--- src/rtl/sfa_pkg.sv ---
// Shared types and constants for the sensor fault annunciator.
// No dependencies; imported by every module of the block.
`default_nettype none

package sfa_pkg;

    // Sensor count and field widths
    localparam int NUM_SENSORS = 4;
    localparam int FLAG_W      = 8;
    localparam int FLAGS_W     = 32;
    localparam int POS_W       = 4;
    localparam int SENSOR_MAP_W = 3 * POS_W;
    localparam int MAP_W       = 48;
    localparam int LED_W       = 16;
    localparam int TICK_W      = 24;

    // Padded widths so every sensor slice has a place, zero above the real field
    localparam int FLAG_PAD_W = (FLAG_W * NUM_SENSORS > FLAGS_W) ?
                                FLAG_W * NUM_SENSORS : FLAGS_W;
    localparam int MAP_PAD_W  = (SENSOR_MAP_W * NUM_SENSORS > MAP_W) ?
                                SENSOR_MAP_W * NUM_SENSORS : MAP_W;

    localparam logic [TICK_W-1:0] TICK_MAX = {TICK_W{1'b1}};

    // Opcodes
    localparam logic OP_STATUS = 1'b0;
    localparam logic OP_TICK   = 1'b1;

    // Configuration register indexes
    localparam int CFG_IDX_W = 4;
    localparam logic [CFG_IDX_W-1:0] CFG_LED_MAP   = 4'd0;
    localparam logic [CFG_IDX_W-1:0] CFG_COMM_MASK = 4'd1;
    localparam logic [CFG_IDX_W-1:0] CFG_BEEP      = 4'd2;
    localparam logic [CFG_IDX_W-1:0] CFG_CONSTANT  = 4'd3;

    // Configuration reset values
    localparam logic [MAP_W-1:0]  RST_LED_MAP   = '0;
    localparam logic [FLAG_W-1:0] RST_COMM_MASK = 8'd1;
    localparam logic [TICK_W-1:0] RST_BEEP      = 24'd500;
    localparam logic [TICK_W-1:0] RST_CONSTANT  = 24'd20000;

    typedef logic [FLAG_W-1:0] t_flag_arr [NUM_SENSORS];

    typedef struct packed {
        logic               opcode;
        logic [FLAGS_W-1:0] all_fault_flags;
    } t_in_item;

    typedef struct packed {
        logic [LED_W-1:0] led_bits;
        logic             buzzer_on;
    } t_out_item;

    // Per-sensor classification passed from LED logic to the alarm timer
    typedef struct packed {
        logic [NUM_SENSORS-1:0] faulted;
        logic [NUM_SENSORS-1:0] comm;
    } t_sensor_stat;

endpackage

`default_nettype wire

--- src/rtl/sfa_led.sv ---
// LED image builder: classifies each sensor and writes its red, yellow, green bits.
// Depends on sfa_pkg.
`default_nettype none

module sfa_led
    import sfa_pkg::*;
(
    input  wire t_flag_arr          i_flags,
    input  wire logic [MAP_W-1:0]   i_map,
    input  wire logic [FLAG_W-1:0]  i_comm_mask,
    input  wire logic [LED_W-1:0]   i_image,
    output logic [LED_W-1:0]        o_image,
    output t_sensor_stat            o_stat
);

    logic [MAP_PAD_W-1:0] map_pad;

    assign map_pad = MAP_PAD_W'(i_map);

    // Write red, yellow, green per sensor in order; later writes win
    always_comb begin
        logic [LED_W-1:0]        img;
        logic [SENSOR_MAP_W-1:0] pos;
        logic                    comm;
        logic                    fault;
        img = i_image;
        o_stat = '0;
        for (int i = 0; i < NUM_SENSORS; i++) begin
            pos   = map_pad[SENSOR_MAP_W*i +: SENSOR_MAP_W];
            fault = (i_flags[i] != '0);
            comm  = ((i_flags[i] & i_comm_mask) != '0);
            img[pos[POS_W-1:0]]         = fault && comm;
            img[pos[2*POS_W-1:POS_W]]   = fault && !comm;
            img[pos[3*POS_W-1:2*POS_W]] = !fault;
            o_stat.faulted[i] = fault;
            o_stat.comm[i]    = comm;
        end
        o_image = img;
    end

endmodule

`default_nettype wire

--- src/rtl/sfa_alarm.sv ---
// Buzzer timer: previous flags, change detection, elapsed tick count and duration.
// Depends on sfa_pkg.
`default_nettype none

module sfa_alarm
    import sfa_pkg::*;
(
    input  wire logic              i_clk,
    input  wire logic              i_rst_n,
    input  wire logic              i_step,
    input  wire logic              i_opcode,
    input  wire t_flag_arr         i_flags,
    input  wire t_sensor_stat      i_stat,
    input  wire logic [TICK_W-1:0] i_beep_ticks,
    input  wire logic [TICK_W-1:0] i_const_ticks,
    output logic                   o_buzzing_next
);

    logic [FLAG_W-1:0] r_prev [NUM_SENSORS];
    logic              r_buzzing;
    logic [TICK_W-1:0] r_elapsed;
    logic [TICK_W-1:0] r_duration;

    logic              n_buzzing;
    logic [TICK_W-1:0] n_elapsed;
    logic [TICK_W-1:0] n_duration;
    logic              changed;
    logic              all_missing;
    logic [TICK_W-1:0] cnt_inc;

    // Flag a faulted sensor whose flags moved since the last status transfer
    always_comb begin
        changed = 1'b0;
        for (int i = 0; i < NUM_SENSORS; i++) begin
            if (i_stat.faulted[i] && (r_prev[i] != i_flags[i])) begin
                changed = 1'b1;
            end
        end
    end

    assign all_missing = &(i_stat.faulted & i_stat.comm);
    assign cnt_inc = (r_elapsed < TICK_MAX) ? r_elapsed + 1'b1 : r_elapsed;

    // Start, restart or stop the buzzer
    always_comb begin
        n_buzzing  = r_buzzing;
        n_elapsed  = r_elapsed;
        n_duration = r_duration;
        if (i_opcode == OP_STATUS) begin
            if (all_missing) begin
                n_buzzing  = 1'b1;
                n_elapsed  = '0;
                n_duration = i_const_ticks;
            end else if (changed) begin
                n_buzzing  = 1'b1;
                n_elapsed  = '0;
                n_duration = i_beep_ticks;
            end
        end else begin
            n_elapsed = cnt_inc;
            if (r_buzzing && (cnt_inc >= r_duration)) begin
                n_buzzing = 1'b0;
            end
        end
    end

    assign o_buzzing_next = n_buzzing;

    // Commit state on each processed transfer
    always_ff @(posedge i_clk) begin
        if (!i_rst_n) begin
            r_buzzing  <= 1'b0;
            r_elapsed  <= '0;
            r_duration <= '0;
            for (int i = 0; i < NUM_SENSORS; i++) begin
                r_prev[i] <= '0;
            end
        end else if (i_step) begin
            r_buzzing  <= n_buzzing;
            r_elapsed  <= n_elapsed;
            r_duration <= n_duration;
            if (i_opcode == OP_STATUS) begin
                for (int i = 0; i < NUM_SENSORS; i++) begin
                    r_prev[i] <= i_flags[i];
                end
            end
        end
    end

endmodule

`default_nettype wire

--- src/rtl/sensor_fault_annunciator_unit.sv ---
// Sensor fault annunciator top level: config registers, input and result stages.
// Depends on sfa_pkg, sfa_led and sfa_alarm.
//
// Usage:
//  - Input channel (i_in_valid / o_in_ready / i_in_data) carries a status
//    transfer (opcode 0, eight fault flags per sensor) or a tick (opcode 1).
//  - Every input transfer yields exactly one result on the output channel
//    (o_out_valid / i_out_ready / o_out_data): LED image and buzzer state.
//  - An accepted item sits in the input register, and its result is loaded into
//    the result register once the result register is free or draining.
//  - Throughput: one item per cycle while the receiver takes results; the input and
//    result registers form a two-deep pipe, so an item is taken while a result waits.
//  - When the receiver stalls, the result register holds, the input register
//    fills, and o_in_ready drops until the result is taken.
//  - Configuration writes (i_cfg_valid / o_cfg_ready) are always accepted;
//    write only when no transfer is in flight. Unknown indexes are ignored.
//  - Synchronous reset clears the pipe, LED image, timer and previous flags,
//    and loads the default register values (mask 1, beep 500, long 20000).
`default_nettype none

module sensor_fault_annunciator_unit
    import sfa_pkg::*;
(
    input  wire logic                 i_clk,
    input  wire logic                 i_rst_n,
    input  wire logic                 i_in_valid,
    output logic                      o_in_ready,
    input  wire t_in_item             i_in_data,
    output logic                      o_out_valid,
    input  wire logic                 i_out_ready,
    output t_out_item                 o_out_data,
    input  wire logic                 i_cfg_valid,
    output logic                      o_cfg_ready,
    input  wire logic [CFG_IDX_W-1:0] i_cfg_index,
    input  wire logic [MAP_W-1:0]     i_cfg_data
);

    logic [MAP_W-1:0]  r_led_map;
    logic [FLAG_W-1:0] r_comm_mask;
    logic [TICK_W-1:0] r_beep;
    logic [TICK_W-1:0] r_constant;

    logic              r_in_valid;
    t_in_item          r_in_item;
    logic              r_out_valid;
    t_out_item         r_out_item;
    logic [LED_W-1:0]  r_led_image;

    logic              step;
    logic              out_free;
    logic [FLAG_PAD_W-1:0] flags_pad;
    t_flag_arr         flags;
    t_sensor_stat      stat;
    logic [LED_W-1:0]  n_led_image;
    logic [LED_W-1:0]  led_calc;
    logic              buzz_next;

    assign o_cfg_ready = 1'b1;

    // Configuration registers
    always_ff @(posedge i_clk) begin
        if (!i_rst_n) begin
            r_led_map   <= RST_LED_MAP;
            r_comm_mask <= RST_COMM_MASK;
            r_beep      <= RST_BEEP;
            r_constant  <= RST_CONSTANT;
        end else if (i_cfg_valid) begin
            case (i_cfg_index)
                CFG_LED_MAP:   r_led_map   <= i_cfg_data;
                CFG_COMM_MASK: r_comm_mask <= i_cfg_data[FLAG_W-1:0];
                CFG_BEEP:      r_beep      <= i_cfg_data[TICK_W-1:0];
                CFG_CONSTANT:  r_constant  <= i_cfg_data[TICK_W-1:0];
                default: ;
            endcase
        end
    end

    // Pipe control: process when the result register is free or draining
    assign out_free   = !r_out_valid || i_out_ready;
    assign step       = r_in_valid && out_free;
    assign o_in_ready = !r_in_valid || step;

    // Input register
    always_ff @(posedge i_clk) begin
        if (!i_rst_n) begin
            r_in_valid <= 1'b0;
        end else if (o_in_ready) begin
            r_in_valid <= i_in_valid;
        end
    end

    always_ff @(posedge i_clk) begin
        if (o_in_ready && i_in_valid) begin
            r_in_item <= i_in_data;
        end
    end

    // Split the flag word per sensor; sensors above the word read as zero
    assign flags_pad = FLAG_PAD_W'(r_in_item.all_fault_flags);

    always_comb begin
        for (int i = 0; i < NUM_SENSORS; i++) begin
            flags[i] = flags_pad[FLAG_W*i +: FLAG_W];
        end
    end

    sfa_led u_led (
        .i_flags     (flags),
        .i_map       (r_led_map),
        .i_comm_mask (r_comm_mask),
        .i_image     (r_led_image),
        .o_image     (led_calc),
        .o_stat      (stat)
    );

    sfa_alarm u_alarm (
        .i_clk          (i_clk),
        .i_rst_n        (i_rst_n),
        .i_step         (step),
        .i_opcode       (r_in_item.opcode),
        .i_flags        (flags),
        .i_stat         (stat),
        .i_beep_ticks   (r_beep),
        .i_const_ticks  (r_constant),
        .o_buzzing_next (buzz_next)
    );

    // Ticks leave the LED image alone
    assign n_led_image = (r_in_item.opcode == OP_STATUS) ? led_calc : r_led_image;

    // LED image state
    always_ff @(posedge i_clk) begin
        if (!i_rst_n) begin
            r_led_image <= '0;
        end else if (step) begin
            r_led_image <= n_led_image;
        end
    end

    // Result register
    always_ff @(posedge i_clk) begin
        if (!i_rst_n) begin
            r_out_valid <= 1'b0;
        end else if (out_free) begin
            r_out_valid <= step;
        end
    end

    always_ff @(posedge i_clk) begin
        if (step) begin
            r_out_item.led_bits  <= n_led_image;
            r_out_item.buzzer_on <= buzz_next;
        end
    end

    assign o_out_valid = r_out_valid;
    assign o_out_data  = r_out_item;

endmodule

`default_nettype wire

--- config.mk ---
export PLATFORM = sky130hd
export DESIGN_NAME = sensor_fault_annunciator_unit
export DESIGN_NICKNAME = d
export VERILOG_FILES = /design/src/rtl/sfa_pkg.sv /design/src/rtl/sfa_led.sv /design/src/rtl/sfa_alarm.sv /design/src/rtl/sensor_fault_annunciator_unit.sv
export SDC_FILE = /design/constraint.sdc
export NUM_CORES = 1
export LEC_CHECK = 0
export BUFFER_PORTS_ARGS = -buffer_cell sky130_fd_sc_hd__buf_2
export CAP_MARGIN = 5
export CORE_ASPECT_RATIO = 1.5
export CORE_MARGIN = 2
export CORE_UTILIZATION = 47
export CTS_BUF_LIST = sky130_fd_sc_hd__clkbuf_16
export CTS_CLUSTER_DIAMETER = 50
export DETAILED_ROUTE_END_ITERATION = 10
export GPL_ROUTABILITY_DRIVEN = 0
export PLACE_DENSITY = 0.71
export SKIP_CTS_REPAIR_TIMING = 1
export SYNTH_ARGS = -nofsm -noshare
export SYNTH_HDL_FRONTEND = slang
export SYNTH_SLANG_ARGS = --single-unit
--- constraint.sdc ---
create_clock -name i_clk -period 7.6 [get_ports i_clk]
set_input_delay 0.38 -clock i_clk [delete_from_list [all_inputs] [get_ports i_clk]]
set_output_delay 0.38 -clock i_clk [all_outputs]
set_load 0.03 [all_outputs]
==> out/metrics.csv <==
metric,value,unit
status,"finished, final reports clean",
synthesized instance count,1773,
RSZ-0062 raised after global routing,false,
DRC Markers,0,
CP arrival,4720,ps
drt pass-1 iters,6,
WHS Path Cells,1,
"Slew Viols, Final",0,
dominant cell type by area after synthesis,dfxtp_1,
Tcrit/Tclk final,56.9,%
Synth Area in Compound Gates,22.2,%
"Avg Cell Area, Syn",8.31,um2
CTS root buf,clkbuf_16,
Final ANT Viol Nets,0,
DP Cell Count,2180,
vias after detailed routing,13800,
port bufs,108,
r2r setup slk,3280,ps
die span in y,221,um
DRT Wirelength,44500,um
YS warnings,0,
crit path kind,register to register,
"Core Util, Final",53.4,%
Hold EP,flags_pad[6]$_DFFE_PP_,
share of cells above drive strength 1,9.72,%
Rel. slew slack,31.0,%
Worst-path clk slew,60,ps
worst clock skew,23.1,ps
static leakage,6.39,nW
clock sinks,253,
HPWL after DPL,31800,um
"EDFF count, synth",82,
initial antenna violation count,0,
Synth Flop Type,dfxtp_1,
clk_lat worst skew,560,ps
Finish-stage setup viols,0,
r2r endpoint,o_out_data[0]$_DFFE_PP_,
ant diodes,0,
Post-Synth Adder-Cell Area,2.12,%
setup TNS,0,ps
Area contributors post-synth,"dfxtp_1 23%, edfxtp_1 17%, nand2_1 8.5%, a21boi_0 4.4%, a21oi_1 2.7%",
required time worst endpoint,8000,ps
crit path max fanout,11,
Fmax,0.231,GHz
Worst Setup SP,u_alarm.r_elapsed[16]$_SDFFE_PN0P_,
slowest library cell on the worst path,nor4_1,
GRT overflow,0,
post-synthesis simple-gate area fraction,25.3,%
Layout area overhead,12.1,%
CP dominant cell by count,o21ai_0,
Netlist Area Pre-Place,14700,um2
sequential share of the synthesized area,40.0,%
Synth top area share,23.2,%
maxcap violations,0,
row count,79,
Synthesized Nets,1888,
Tot GR Track Use,26.3,%
CTS tree,built,
Tightest Pin Transition,1030,ps
Nets,1947,
largest net degree at the start of global routing,81,
total CTS buffers,27,
H-Tree Depth,1,
largest stage delay on the critical path,540,ps
Core Area,30900,um2
worst hold path type,input pin to register,
global-route wire length before repair,69300,um
Max rail drop VDD,0.204,mV
Hold Crit Start,i_in_data[6],
io pins,110,
mux cell area share after synthesis,2.80,%
Final Hold Viols,0,
crit path launch type,register,
R2R depth,14,
Setup crit end kind,register,
Detailed Route Iter0 Violations,1504,
synthesized flop and latch total,253,
area of the die,32800,um2
main combinational cell family by area after synthesis,simple AND/OR/NAND/NOR gates,
P per Cell Area,181,nW/um2
fin crit period,4320,ps
RR Startpoint,u_alarm.r_elapsed[16]$_SDFFE_PN0P_,
XOR/XNOR Fraction of Synth Area,3.27,%
vias in the first global route,12800,
Layout Cells excl Fill,2256,
clock buffer depth,3,
Synth cell types,76,
cell-by-cell listing of the critical path,nand4_1 -> nor4_1 -> nand3_2 -> nand4_1 -> nor2_1 -> xor2_1 -> ha_1 -> a2111oi_0 -> o21ai_0 -> a221oi_1 -> o31ai_1 -> a31oi_1 -> o21ai_0 -> o21ai_0,
die width,149,um
vias per inst,6.13,
Async SR Flop Fraction,0,%
routed len/inst,19.7,um
Starting Density,47.6,%
-- cells in the final DEF, fill, tap and decap left out, drive strengths merged, types with 27 or more instances in the layout --
cell type    instances
a21boi              87
nand4               33
mux2i               39
dlygate4sd3         28
and3                39
edfxtp              82
inv                 43
a21oi               80
nor2               103
nor2b               47
nand3               59
xnor2               40
clkbuf              27
buf                123
nand2              336
nand2b              39
dfxtp              171
nor3                43
o21ai               65
-- cell usage after synthesis (5+ instances only) --
master    number
nor2b_1       47
nand4_1       32
a32oi_1        9
nor4_1        21
a221oi_1       9
or3_1         14
a21oi_1       80
or4_1          9
and2_1        16
o21a_1         6
inv_1         35
mux2i_1       39
nand3_1       58
a32o_1        16
xor2_1        15
nor2_1       103
clkbuf_1     103
a31oi_1       26
o21ai_0       63
o22ai_1       17
o211ai_1       6
nand2b_1      39
o221ai_1      11
a22o_1         5
edfxtp_1      82
o211a_1       25
nor3_1        43
or2_2          5
buf_2         11
a21boi_0      87
a211oi_1      13
a21o_1        14
and3_1        39
o32ai_1        5
dfxtp_1      171
o31ai_1        9
xnor2_1       40
nand2_1      335
ha_1          25
and4_1         5
a22oi_1       16
-- final cells by class --
cell class,count,area (um2)
fill,2840,14400
multi-input combinational,1363,8230
sequential,253,5890
timing repair buffer,151,936
clock buffer,27,676
tap,405,507
clock inverter,21,135
inverter,36,135
-- critical path: cells and delay by family (launching register included) --
kind,cells,cell delay (ps)
DFF,1,470
and+or+nand+nor,5,1620
xor gates and xnor gates,1,210
AOI/OAI and AO/OA,7,1570
adders and majority gates,1,280
-- per-layer routing --
| layer | share of wire [%] | wire length, um | GRT usage, % | vias to the layer above |
|---|---|---|---|---|
| met5 | 0 | 0 | 0 | - |
| met4 | 5.7 | 2520 | 13.6 | 0 |
| met3 | 7.4 | 3270 | 4.47 | 165 |
| met2 | 47 | 20700 | 43.0 | 660 |
| met1 | 40 | 18000 | 33.0 | 6447 |
| li1 | - | - | - | 6568 |
-- report_power, final --
part	switching, mW	leakage [nW]	internal [mW]
sequential	0.0364	2.21	1.44
clock	0.569	0.401	0.655
combinational	0.179	3.78	0.107
total	0.785	6.39	2.21
-- cells by family after synthesis --
group                    after synthesis
AO/OA/AOI/OAI                        460
XOR/XNOR                              55
adder cells (fa/ha/maj)               25
buffers and inverters                157
flip-flops                           253
multiplexers                          41
other                                  1
AND/OR/NAND/NOR                      781
-- flip-flops by register name, indices dropped and copies added, names as in the netlist --
signal,count
u_alarm.r_duration,24
r_beep,24
u_alarm.r_elapsed,24
o_out_valid,1
r_led_image,16
r_in_item,1
r_constant,24
o_out_data,17
u_alarm.r_prev,32
flags_pad,32
r_led_map,48
r_comm_mask,8
u_alarm.r_buzzing,1
r_in_valid,1
-- metrics by stage --
stage	area (um2)	hold WS, ps	total power [mW]	worst slack [ps]
after floorplan	14700	440	1.68	4230
after global placement	15400	450	1.77	3490
after detailed placement	15400	456	1.78	3460
after CTS	16200	-27.9	3.00	3430
after global routing	16500	0.265	3.09	2880
final	16500	10.2	2.99	3280
-- worst max-delay path by stage --
| stage | endpoint | slack, ps | cells after the start |
|---|---|---|---|
| floorplan | o_out_data[0]$_DFFE_PP_ | 4230 | 18 |
| global placement | o_out_data[0]$_DFFE_PP_ | 3490 | 15 |
| detailed placement | o_out_data[0]$_DFFE_PP_ | 3460 | 15 |
| CTS | o_out_data[0]$_DFFE_PP_ | 3430 | 15 |
| global route | o_out_data[0]$_DFFE_PP_ | 2880 | 14 |
| finish | o_out_data[0]$_DFFE_PP_ | 3280 | 14 |
Note: power is estimated with default switching activity, not from simulation.
